--- src/hw/rtl/gcg_pkg.sv ---
`timescale 1ns / 1ps
`default_nettype none
// ----------------------------------------------------------------------------
// Grey conversion package
// Shared field widths, opcodes, register indexes and grey level constants.
// ----------------------------------------------------------------------------
package gcg_pkg;

    localparam int CHANNEL_W     = 8;
    localparam int WEIGHT_W      = 16;
    localparam int PRODUCT_W     = CHANNEL_W + WEIGHT_W;
    localparam int SUM_W         = PRODUCT_W + 2;
    localparam int GREY_Q_W      = PRODUCT_W;
    localparam int GREY_W        = 8;
    localparam int ENTRY_INDEX_W = 10;
    localparam int ENTRY_VALUE_W = 8;
    localparam int CFG_INDEX_W   = 2;
    localparam int CFG_DATA_W    = 16;

    localparam logic [GREY_Q_W-1:0] GREY_MAX_Q16 = 24'hFF_0000;

    typedef enum logic {
        OP_PIXEL = 1'b0,
        OP_WRITE = 1'b1
    } t_opcode;

    typedef enum logic [CFG_INDEX_W-1:0] {
        REG_WEIGHT_RED   = 2'd0,
        REG_WEIGHT_GREEN = 2'd1,
        REG_WEIGHT_BLUE  = 2'd2,
        REG_BYPASS_GAMMA = 2'd3
    } t_reg_index;

    typedef struct packed {
        logic [WEIGHT_W-1:0] red;
        logic [WEIGHT_W-1:0] green;
        logic [WEIGHT_W-1:0] blue;
    } t_weights;

endpackage
`default_nettype wire

--- src/hw/rtl/gcg_luma.sv ---
`timescale 1ns / 1ps
`default_nettype none
// ----------------------------------------------------------------------------
// Grey conversion luma stage
// Registers the three weighted channel products and forms the clamped
// Q8.16 grey level from them.
// ----------------------------------------------------------------------------
module gcg_luma (
    input  wire                               i_clk,
    input  wire                               i_en,
    input  wire  [gcg_pkg::CHANNEL_W-1:0]     i_red,
    input  wire  [gcg_pkg::CHANNEL_W-1:0]     i_green,
    input  wire  [gcg_pkg::CHANNEL_W-1:0]     i_blue,
    input  gcg_pkg::t_weights                 i_weights,
    output logic [gcg_pkg::GREY_Q_W-1:0]      o_grey_q
);
    import gcg_pkg::*;

    logic [PRODUCT_W-1:0] r_prod_red;
    logic [PRODUCT_W-1:0] r_prod_green;
    logic [PRODUCT_W-1:0] r_prod_blue;
    logic [SUM_W-1:0]     sum;

    always_ff @(posedge i_clk) begin
        if (i_en) begin
            r_prod_red   <= PRODUCT_W'(i_weights.red)   * PRODUCT_W'(i_red);
            r_prod_green <= PRODUCT_W'(i_weights.green) * PRODUCT_W'(i_green);
            r_prod_blue  <= PRODUCT_W'(i_weights.blue)  * PRODUCT_W'(i_blue);
        end
    end

    always_comb begin
        sum = SUM_W'(r_prod_red) + SUM_W'(r_prod_green) + SUM_W'(r_prod_blue);
        if (sum > SUM_W'(GREY_MAX_Q16)) begin
            o_grey_q = GREY_MAX_Q16;
        end else begin
            o_grey_q = sum[GREY_Q_W-1:0];
        end
    end

endmodule
`default_nettype wire

--- config.mk ---
export PLATFORM = sky130hd
export DESIGN_NAME = gcg_luma
export DESIGN_NICKNAME = d
export VERILOG_FILES = /design/src/hw/rtl/gcg_pkg.sv /design/src/hw/rtl/gcg_luma.sv
export SDC_FILE = /design/constraint.sdc
export NUM_CORES = 1
export LEC_CHECK = 0
export BUFFER_PORTS_ARGS = -buffer_cell sky130_fd_sc_hd__buf_2
export CELL_PAD_IN_SITES_DETAIL_PLACEMENT = 1
export CELL_PAD_IN_SITES_GLOBAL_PLACEMENT = 1
export CORE_ASPECT_RATIO = 2
export CORE_UTILIZATION = 55
export CTS_BUF_LIST = sky130_fd_sc_hd__clkbuf_4 sky130_fd_sc_hd__clkbuf_8
export CTS_CLUSTER_DIAMETER = 60
export DETAILED_ROUTE_END_ITERATION = 6
export HOLD_SLACK_MARGIN = 0.15
export PLACE_DENSITY_LB_ADDON = 0.25
export SLEW_MARGIN = 0
export SYNTH_ARGS = -nofsm -noshare
export SYNTH_HDL_FRONTEND = slang
export SYNTH_SLANG_ARGS = --single-unit
--- constraint.sdc ---
create_clock -name i_clk -period 10.4 [get_ports i_clk]
set_input_delay 1.56 -clock i_clk [delete_from_list [all_inputs] [get_ports i_clk]]
set_output_delay 1.56 -clock i_clk [all_outputs]
set_load 0.05 [all_outputs]
---- Word level (Yosys, flattened, before mapping) ----
Cells that the tools add are included.
word-level totals
  register bits after elaboration ......... 72
  latch bits .............................. 0
  RAM bits ................................ 0
  ROM bits ................................ 0
  output and inout bits ................... 24
  logic and storage cells ................. 10
  memories ................................ 0
operators by class
  add/subtract/negate cells ............... 2
  $mul .................................... 3
  divide/modulo/power cells ............... 0
  $lt $le $gt $ge ......................... 1
  eq/ne operators ......................... 0
  shift operators ......................... 0
  mux-type cells .......................... 1
  bitwise operators ....................... 0
  reduce and logical (&&, ||, !) cells .... 0
operator list
  cell                  number
  $mul 16x8->24         3
  $add 25x24->26        1
  $gt 26x24->1 const B  1
  $add 24x24->25        1
  $mux 24               1

---- Depth between registers and ports, before layout ----
Gate-level depths: netlist of the first run.
  depth in word-level cells ............... 4
  gate-level depth with buffers ........... 20

---- Worst setup path before layout of the first run ----
Ideal clock, no wire load.
  path kind ............................... input to register
  start point ............................. in i_green[2] (netlist bit)
  end point ............................... reg r_prod_green[22], data pin
  setup time .............................. 0.260 ns
  arrival time ............................ 5.951 ns
  required time ........................... 10.140 ns
  path slack .............................. 4.189 ns
  stages .................................. 19
  cells stage by stage .................... clkbuf_1 -> nand2_1 -> fa_1 -> fa_1 -> inv_1 -> fa_1 -> inv_1 -> fa_1 -> inv_1 -> ha_1 -> a21oi_1 -> o21ai_0 -> a41o_1 -> a211o_1 -> nand2_1 -> o21ai_0 -> o311ai_0 -> mux2i_1 -> nand2_1
between the ends
  word-level cells in the longest chain between the ends .. 1
ends and longest elaborated chain
  element               RTL line        RTL
  start, declared       gcg_luma.sv:12  input wire [gcg_pkg::CHANNEL_W-1:0] i_green,
  $mul 16x8->24         gcg_luma.sv:27  r_prod_green <= PRODUCT_W'(i_weights.green) * PRODUCT_W'(i_green);
  end signal, assigned  gcg_luma.sv:27
  end, declared         gcg_luma.sv:20  logic [PRODUCT_W-1:0] r_prod_green;
Every way passes these cells.
A chain may end at the register's enable or synchronous reset.

---- Worst setup path in the final report of the first run ----
  start point ............................. reg r_prod_blue[1]
  end point ............................... out o_grey_q[6] (netlist bit)
between the ends
  word-level cells in the longest chain between the ends .. 3
ends and longest elaborated chain
  element                 RTL line        RTL
  start, declared         gcg_luma.sv:21  logic [PRODUCT_W-1:0] r_prod_blue;
  start signal, assigned  gcg_luma.sv:28  r_prod_blue <= PRODUCT_W'(i_weights.blue) * PRODUCT_W'(i_blue);
  $add 25x24->26 *        gcg_luma.sv:33  sum = SUM_W'(r_prod_red) + SUM_W'(r_prod_green) + SUM_W'(r_prod_blue);
  $gt 26x24->1            gcg_luma.sv:34  if (sum > SUM_W'(GREY_MAX_Q16)) begin
  $mux 24 *               gcg_luma.sv:34
  end, declared           gcg_luma.sv:15  output logic [gcg_pkg::GREY_Q_W-1:0] o_grey_q
Every way passes the cells marked *; elsewhere a longest branch is shown, timed or not.

==> results of run 1 <==
==> per-stage QoR <==
step	hold WS, ns	utilization [%]	worst slack [ns]
2_1_floorplan	1.67	-	4.19
3_3_place_gp	1.95	58.9	3.51
3_5_place_dp	1.97	58.9	3.42
4_1_cts	1.56	59.5	3.54
5_1_grt	1.59	59.5	3.34
6_report	1.58	59.5	3.51
==> cell usage after synthesis, types with 7 or more instances <==
library cell,count
a211oi_1,8
xnor2_1,43
nand2_1,101
nor2b_1,11
clkbuf_1,29
a21oi_1,49
fa_1,277
nor2_2,10
o21bai_1,7
and2_1,334
inv_1,307
o21ai_0,53
nor4_1,7
o211ai_1,10
and3_1,10
nor2_1,44
xor2_1,17
ha_1,155
nor3_1,20
a21o_1,26
nand3_1,24
nand2b_1,7
edfxtp_1,72
==> sequential cells by signal (all words and copies together), names as in the netlist <==
| register | cells |
|---|---|
| r_prod_green | 24 |
| r_prod_red | 24 |
| r_prod_blue | 24 |
==> cell type report <==
cell class                      count  share of cell area, %
Multi-Input combinational cell   1301                   74.2
Clock buffer                       10                  0.762
Tap cell                          360                   2.61
Sequential cell                    72                   12.5
Clock inverter                      6                  0.254
Timing Repair Buffer              100                   2.95
Inverter                          307                   6.69
Antenna cell                        1                 0.0145
==> per-layer routing <==
metal	GRT usage, %	vias up
li1	-	5624
met1	27.9	6333
met2	62.4	227
met3	1.86	125
met4	14.6	0
met5	0	-
==> worst max-delay path, cell delays in order, from the launching register on <==
cell and delay (ns):
edfxtp_1 0.46, fa_1 0.47, ha_1 0.23, fa_1 0.47
a21o_1 0.25, a221oi_1 0.45, xnor2_1 0.18, nor4_1 0.37
nand3_1 0.15, or3_1 0.35, nor4_1 0.58, a2111oi_4 0.17
buf_4 0.26, nor3b_1 0.22, buf_2 0.31
==> kinds of logic after synthesis <==
kind of cell	Yosys count	synth area share (%)
buffers and inverters	339	7.89
adder cells (fa/ha/maj)	432	46.1
flip-flops	72	13.3
XOR/XNOR	60	3.24
AO/OA/AOI/OAI	209	8.57
AND/OR/NAND/NOR	597	20.7
multiplexers	3	0.193
==> worst paths after layout <==
check / cells after the start / to / slack (ns) / from
max: 14 / o_grey_q[6] / 3.51 / r_prod_blue[1]$_DFFE_PP_
min: 2 / r_prod_green[0]$_DFFE_PP_ / 1.58 / i_weights[16]
==> placed cells by master (no fill, tap or decap), types with 5 or more instances in the layout <==
cell / count
inv_1: 307
nor3_1: 20
or3_1: 5
nor4_1: 7
ha_1: 155
fa_1: 277
xnor2_1: 43
xor2_1: 17
clkbuf_8: 9
nand2_1: 101
nand4_1: 5
a21o_1: 26
a211oi_1: 8
nand3_1: 24
a221oi_1: 6
buf_2: 97
edfxtp_1: 72
and3_1: 10
a21oi_1: 49
o21bai_1: 7
nand2b_1: 7
nor2_1: 44
o21a_1: 6
o211ai_1: 10
nor2b_1: 11
o21ai_0: 53
nor2_2: 10
and2_1: 334
==> run_results.csv, run 1 <==
group,metric,value,unit
critical_path,crit_type,"reg2out",
sta,finalCritPeriodShare,66.2,%
floorplanning,chipWidth,123,um
route,top_layer_used,"met4",
route,route.detailed.drc,0,
place,port_buffers,97,
route,vias_per_cell,5.71,
floorplanning,num_rows,88,
floorplanning,die-area,0.0302,mm^2
grt,overflow,0,
clock_network,clk_pin_slew,0.08,ns
clock_network,cts_hold_buf,0,
yosys,synth_cell_types,62,
yosys,synth_top_area_share,34.2,%
yosys,async_reset_ff_share,0,%
floorplanning,initial_core_util,56.0,%
grt,grt_max_degree,73,
yosys,syn_inst,1712,
sta,slew_headroom,36.8,%
yosys,synth_warnings,0,
route,firstDrtPassIters,4,
yosys,synthFlopType,"edfxtp_1",
grt,grt_pass1_wl,69200,um
clock_network,cts_tree,"yes",
critical_path,required,8.84,ns
final_layout,fin_cells,2157,
sta,final_max_slew_viol_count,0,
grt,grt_pass1_vias,14200,
yosys,synthTopCellsByArea,"fa_1, edfxtp_1, and2_1",
clock_network,cts_sinks,72,
sta,fin_crit,6.89,ns
clock_network,cts_setup_buffers,0,
route,drtAntennaViolNets,0,
yosys,ys_ff_latch,72,
place,hpwl,37000,um
grt,grtUsageTotal,30.1,%
critical_path,endpoint_kind,"output port",
final_layout,fillers,3372,
yosys,synthesis.area,0.0162,mm^2
yosys,synth_top_cell_by_area,"fa_1",
route,wl_met1,14000,um
clock_network,cts_buffers,9,
route,finalWirelength,42500,um
sta,setup_viol,0,
grt,antenna_found_initial,1,
yosys,syn-num-nets,2218,
clock_network,clockBufferDepth,2,
route,met2_length,25800,um
final_layout,postLayoutCellArea,0.0172,mm^2
final_layout,drive_gt1_share,7.63,%
final_layout,multiInputGateArea,0.0128,mm^2
critical_path,startpoint_type,"flip-flop",
sta,rsz0062_at_grt,"no",
floorplanning,ioPinCount,98,
sta,fmax,145,MHz
sta,final-hold-violation-count,0,
yosys,synth.yosys.seq_area_share,13.3,%
final_layout,regArea,0.00216,mm^2
clock_network,htree_levels,3,
yosys,syn_area_per_cell,9.48,um^2
place,gp_congestion,0.855,
run_status,status,"finished clean",
sta,finalSetupTns,0,ns
route,num_vias,12300,
sta,tightest_slew,0.948,ns
floorplanning,coreArea,0.0290,mm^2
route,drtIter0Drc,377,
place,dp_cells,2140,
place,place_area,0.0171,mm^2
clock_network,root_buffer,"clkbuf_8",
critical_path,critPathMaxFanout,16,
yosys,synth_edf_count,72,
critical_path,arrival,5.33,ns
clock_network,cts.repair.resized,0,
min_path,holdCritPathClass,"in2reg",
floorplanning,chipHeight,245,um
job,drv_cap,0,
route,wl_met3,669,um
final_layout,nets,2297,
route,wl_per_cell,19.7,um
final_layout,area_growth_syn_to_layout,6.21,%
Power of run 1 is left out: the tool's default activity adds up to more than one toggle a clock period on the data nets, which glitch-free logic cannot reach.
==> inputs of run 2 (changes only) <==
- CORE_UTILIZATION: 55 -> 51
- clock period: 10.4 -> 6.68 ns (I/O delays scaled with it)
==> run 2 against run 1 <==
Net effect:
- non-clock buffer count rose by 4
- count of clock-buffer cells in the layout decreased by 1
- worst setup slack got worse by 3.2 ns
- global-route usage down 1.8 points
- critical path depth is 4 higher
- via count up 0.33%
- sequential share of layout area fell by 0.12 points
- cell count is 3.1% higher
- core utilization decreased by 4.1 points
- flip-flop and latch count unchanged
- highest routed layer unchanged
==> run_results.csv, run 2 (synthesis results as in run 1) <==
group,metric,value,unit
grt,grt_pass1_vias,14400,
clock_network,cts_setup_buffers,0,
clock_network,cts_tree,"yes",
job,drv_cap,0,
sta,fin_ws,0.324,ns
route,drtAntennaViolNets,0,
clock_network,cts_hold_buf,0,
clock_network,clockBufferDepth,2,
critical_path,crit_type,"in2reg",
grt,grtUsageTotal,28.3,%
place,gp_congestion,0.835,
final_layout,top_regs,"r_prod_blue x24, r_prod_green x24, r_prod_red x24",
critical_path,startpoint_type,"input port",
sta,setup_viol,0,
floorplanning,coreArea,0.0314,mm^2
place,port_buffers,97,
clock_network,cts_sinks,72,
sta,tightest_slew,0.940,ns
sta,fmax,157,MHz
sta,fin_crit,6.36,ns
route,finalWirelength,43200,um
sta,final-hold-violation-count,0,
sta,final_max_slew_viol_count,0,
grt,grt_max_degree,73,
final_layout,nets,2301,
floorplanning,num_rows,92,
critical_path,critPathMaxFanout,16,
sta,rsz0062_at_grt,"no",
route,drtIter0Drc,389,
sta,slew_headroom,37.3,%
clock_network,root_buffer,"clkbuf_8",
place,hpwl,37700,um
route,route.detailed.drc,0,
floorplanning,chipHeight,254,um
sta,hold_ws,1.04,ns
final_layout,drive_gt1_share,7.73,%
final_layout,mostFrequentLayoutCells,"and2_1, inv_1, fa_1, ha_1, nand2_1",
clock_network,htree_levels,3,
min_path,holdCritPathClass,"in2reg",
critical_path,required,6.77,ns
grt,grt_pass1_wl,70800,um
clock_network,cts_buffers,9,
floorplanning,die-area,0.0326,mm^2
final_layout,layout_commonest_cell,"and2_1",
route,num_vias,12400,
run_status,status,"finished clean",
clock_network,cts.repair.resized,0,
grt,antenna_found_initial,1,
critical_path,arrival,6.45,ns
floorplanning,ioPinCount,98,
place,post-place-ws,0.0884,ns
critical_path,endpoint_kind,"flip-flop",
final_layout,fillers,3677,
sta,finalCritPeriodShare,95.2,%
sta,finalSetupTns,0,ns
floorplanning,initial_core_util,51.6,%
route,firstDrtPassIters,5,
final_layout,area_growth_syn_to_layout,7.22,%
clock_network,clk_pin_slew,0.08,ns
grt,overflow,0,
route,vias_per_cell,5.56,
floorplanning,chipWidth,128,um
route,wl_per_cell,19.4,um
run 2: area by class of cell:
| type | instances | area [um^2] | area share [%] |
|---|---|---|---|
| Multi-Input combinational cell | 1301 | 12800 | 73.5 |
| Sequential cell | 72 | 2160 | 12.4 |
| Inverter | 307 | 1150 | 6.62 |
| Timing Repair Buffer | 104 | 538 | 3.09 |
| Tap cell | 423 | 529 | 3.04 |
| Clock buffer | 9 | 124 | 0.712 |
| Clock inverter | 6 | 108 | 0.618 |
| Antenna cell | 1 | 2.50 | 0.0144 |
run 2: critical path: stages:
cell	delay [ns]
buf_2	0.26
nand2_1	0.13
fa_1	0.52
fa_1	0.57
inv_1	0.06
fa_1	0.48
inv_1	0.06
fa_1	0.47
inv_1	0.04
ha_1	0.31
a21oi_1	0.19
o21ai_0	0.19
a41o_1	0.32
a211o_1	0.28
nand2_1	0.11
o21ai_0	0.20
o311ai_0	0.65
a21boi_0	0.61
run 2: per-stage QoR:
step | instances | instance area, um^2 | utilization [%]
floorplan | 1712 | 16200 | -
global placement | 2207 | 17200 | 54.6
detailed placement | 2207 | 17200 | 54.6
CTS | 2222 | 17400 | 55.4
global route | 2223 | 17400 | 55.4
finish | 2223 | 17400 | 55.4
run 2: final timing paths:
check,start,to,depth (start not counted)
setup / recovery,i_green[2],r_prod_green[20]$_DFFE_PP_,18
hold / removal,i_weights[16],r_prod_green[0]$_DFFE_PP_,2
run 2: routing by layer:
| layer | wire length (um) | vias up | track usage (%) |
|---|---|---|---|
| met5 | 0 | - | 0 |
| met3 | 767 | 141 | 2.24 |
| li1 | - | 5626 | - |
| met2 | 25800 | 239 | 58.3 |
| met1 | 14000 | 6344 | 25.9 |
| met4 | 2650 | 0 | 17.1 |
Power of run 2 is left out for the same reason.
==> inputs of run 3 (changes only) <==
- CORE_UTILIZATION: 51 -> 46
- clock period: 6.68 -> 5.7 ns (I/O delays scaled with it)
==> run 3 against run 2 <==
Net effect:
- final area up 3.0%
- critical path depth down 1
- count of clock-buffer cells in the layout unchanged
- cell count up 3.4%
- worst hold slack worse by 0.22 ns
- flip-flop and latch count unchanged
==> run_results.csv, run 3 (synthesis results as in run 1) <==
group,metric,value,unit
clock_network,cts_tree,"yes",
final_layout,top_regs,"r_prod_blue x24, r_prod_green x24, r_prod_red x24",
grt,grt_pass1_vias,14300,
clock_network,htree_levels,3,
place,port_buffers,97,
final_layout,fillers,4018,
grt,overflow,0,
sta,final_max_slew_viol_count,0,
critical_path,startpoint_type,"flip-flop",
route,num_vias,12400,
floorplanning,ioPinCount,98,
route,finalWirelength,42600,um
floorplanning,die-area,0.0361,mm^2
route,drtIter0Drc,258,
clock_network,cts_buffers,9,
route,firstDrtPassIters,4,
grt,grt_pass1_wl,69900,um
critical_path,arrival,4.73,ns
sta,fmax,179,MHz
grt,grt_max_degree,66,
route,drtAntennaViolNets,0,
route,vias_per_cell,5.38,
floorplanning,coreArea,0.0348,mm^2
clock_network,clockBufferDepth,2,
final_layout,layout_commonest_cell,"and2_1",
sta,finalSetupTns,0,ns
floorplanning,initial_core_util,46.6,%
run_status,status,"finished clean",
grt,grtUsageTotal,25.0,%
critical_path,crit_type,"reg2out",
floorplanning,chipWidth,135,um
final_layout,nets,2353,
floorplanning,num_rows,97,
sta,tightest_slew,0.815,ns
final_layout,mostFrequentLayoutCells,"and2_1, inv_1, fa_1, ha_1, nand2_1",
critical_path,required,4.85,ns
final_layout,drive_gt1_share,11.0,%
place,gp_congestion,0.860,
sta,slew_headroom,45.7,%
route,route.detailed.drc,0,
critical_path,timing.critical_path.from,"r_prod_blue[1]$_DFFE_PP_",
critical_path,endpoint_kind,"output port",
critical_path,worstSetupEndpoint,"o_grey_q[2]",
sta,hold_ws,0.819,ns
route,wl_per_cell,18.6,um
clock_network,clk_pin_slew,0.09,ns
sta,setup_viol,0,
clock_network,cts_hold_buf,0,
job,drv_cap,0,
floorplanning,chipHeight,268,um
critical_path,critPathMaxFanout,5,
sta,fin_crit,5.59,ns
grt,antenna_found_initial,1,
min_path,holdCritPathClass,"in2reg",
final_layout,area_growth_syn_to_layout,10.5,%
clock_network,cts_sinks,72,
place,hpwl,37800,um
sta,final-hold-violation-count,0,
sta,finalCritPeriodShare,98.0,%
clock_network,root_buffer,"clkbuf_8",
## run 3: cell types whose count changed in the layout (fill, tap and decap cells not counted), sizes merged
cell / before / now
buf: 104 / 150
clkbuf: 9 / 15
inv: 308 / 307
clkinv: 2 / 4
bufinv: 3 / 1
clkinvlp: 0 / 2
## run 3: how the worst min path moves through the flow
stage | start | end | slack [ns] | cells past startpoint
floorplan | i_en | r_prod_blue[0]$_DFFE_PP_ | 0.97 | 0
global placement | i_en | r_prod_blue[23]$_DFFE_PP_ | 1.22 | 1
detailed placement | i_en | r_prod_blue[23]$_DFFE_PP_ | 1.23 | 1
CTS | i_en | r_prod_red[22]$_DFFE_PP_ | 0.81 | 1
global route | i_en | r_prod_red[23]$_DFFE_PP_ | 0.83 | 1
finish | i_en | r_prod_red[22]$_DFFE_PP_ | 0.82 | 1
## run 3: what timing repair did
item                       in CTS  in global routing
pin swaps                       2                 14
setup endpoints to repair      16                 19
gates resized for setup         7                 30
buffers inserted                2                  2
gates cloned                    1                  0
## run 3: cell type report
cell class              instances  area, um^2  share of cell area, %
diodes                          1        2.50                 0.0140
clock buffers                   9         124                  0.691
clock inverters                 7        62.6                  0.349
inverters                     307        1150                   6.43
multi-input cells            1301       12900                   71.9
flip-flops and latches         72        2160                   12.1
well taps                     445         557                   3.11
repair buffers                156         970                   5.41
## run 3: stage by stage
stage	instances	cell area (um^2)	utilization [%]	worst slack, ns
after floorplan	1712	16200	-	0.194
after global placement	2276	17500	50.4	-0.0729
after detailed placement	2276	17500	50.4	-0.220
after CTS	2295	17800	51.1	0.0239
after global routing	2298	17900	51.5	-0.0778
final	2298	17900	51.5	0.113
## run 3: worst max-delay path: stages, from the launching register on
cell       delay, ns
edfxtp_1        0.40
fa_1            0.53
ha_4            0.19
fa_2            0.34
a21o_1          0.20
buf_4           0.15
a221oi_4        0.31
xnor2_2         0.14
nor4_2          0.31
nand3_1         0.12
or3_4           0.40
nor4_4          0.30
buf_4           0.17
a2111oi_4       0.06
buf_6           0.16
clkbuf_4        0.18
nor2_1          0.14
clkbuf_4        0.25
## run 3: metal layers
metal,vias to the layer above,part of all wire [%],global-route usage (%)
met5,-,0,0
met4,0,3.9,10.1
met3,91,1.3,1.48
met2,192,62,53.6
met1,6353,33,23.2
li1,5726,-,-
Power of run 3 is left out for the same reason.
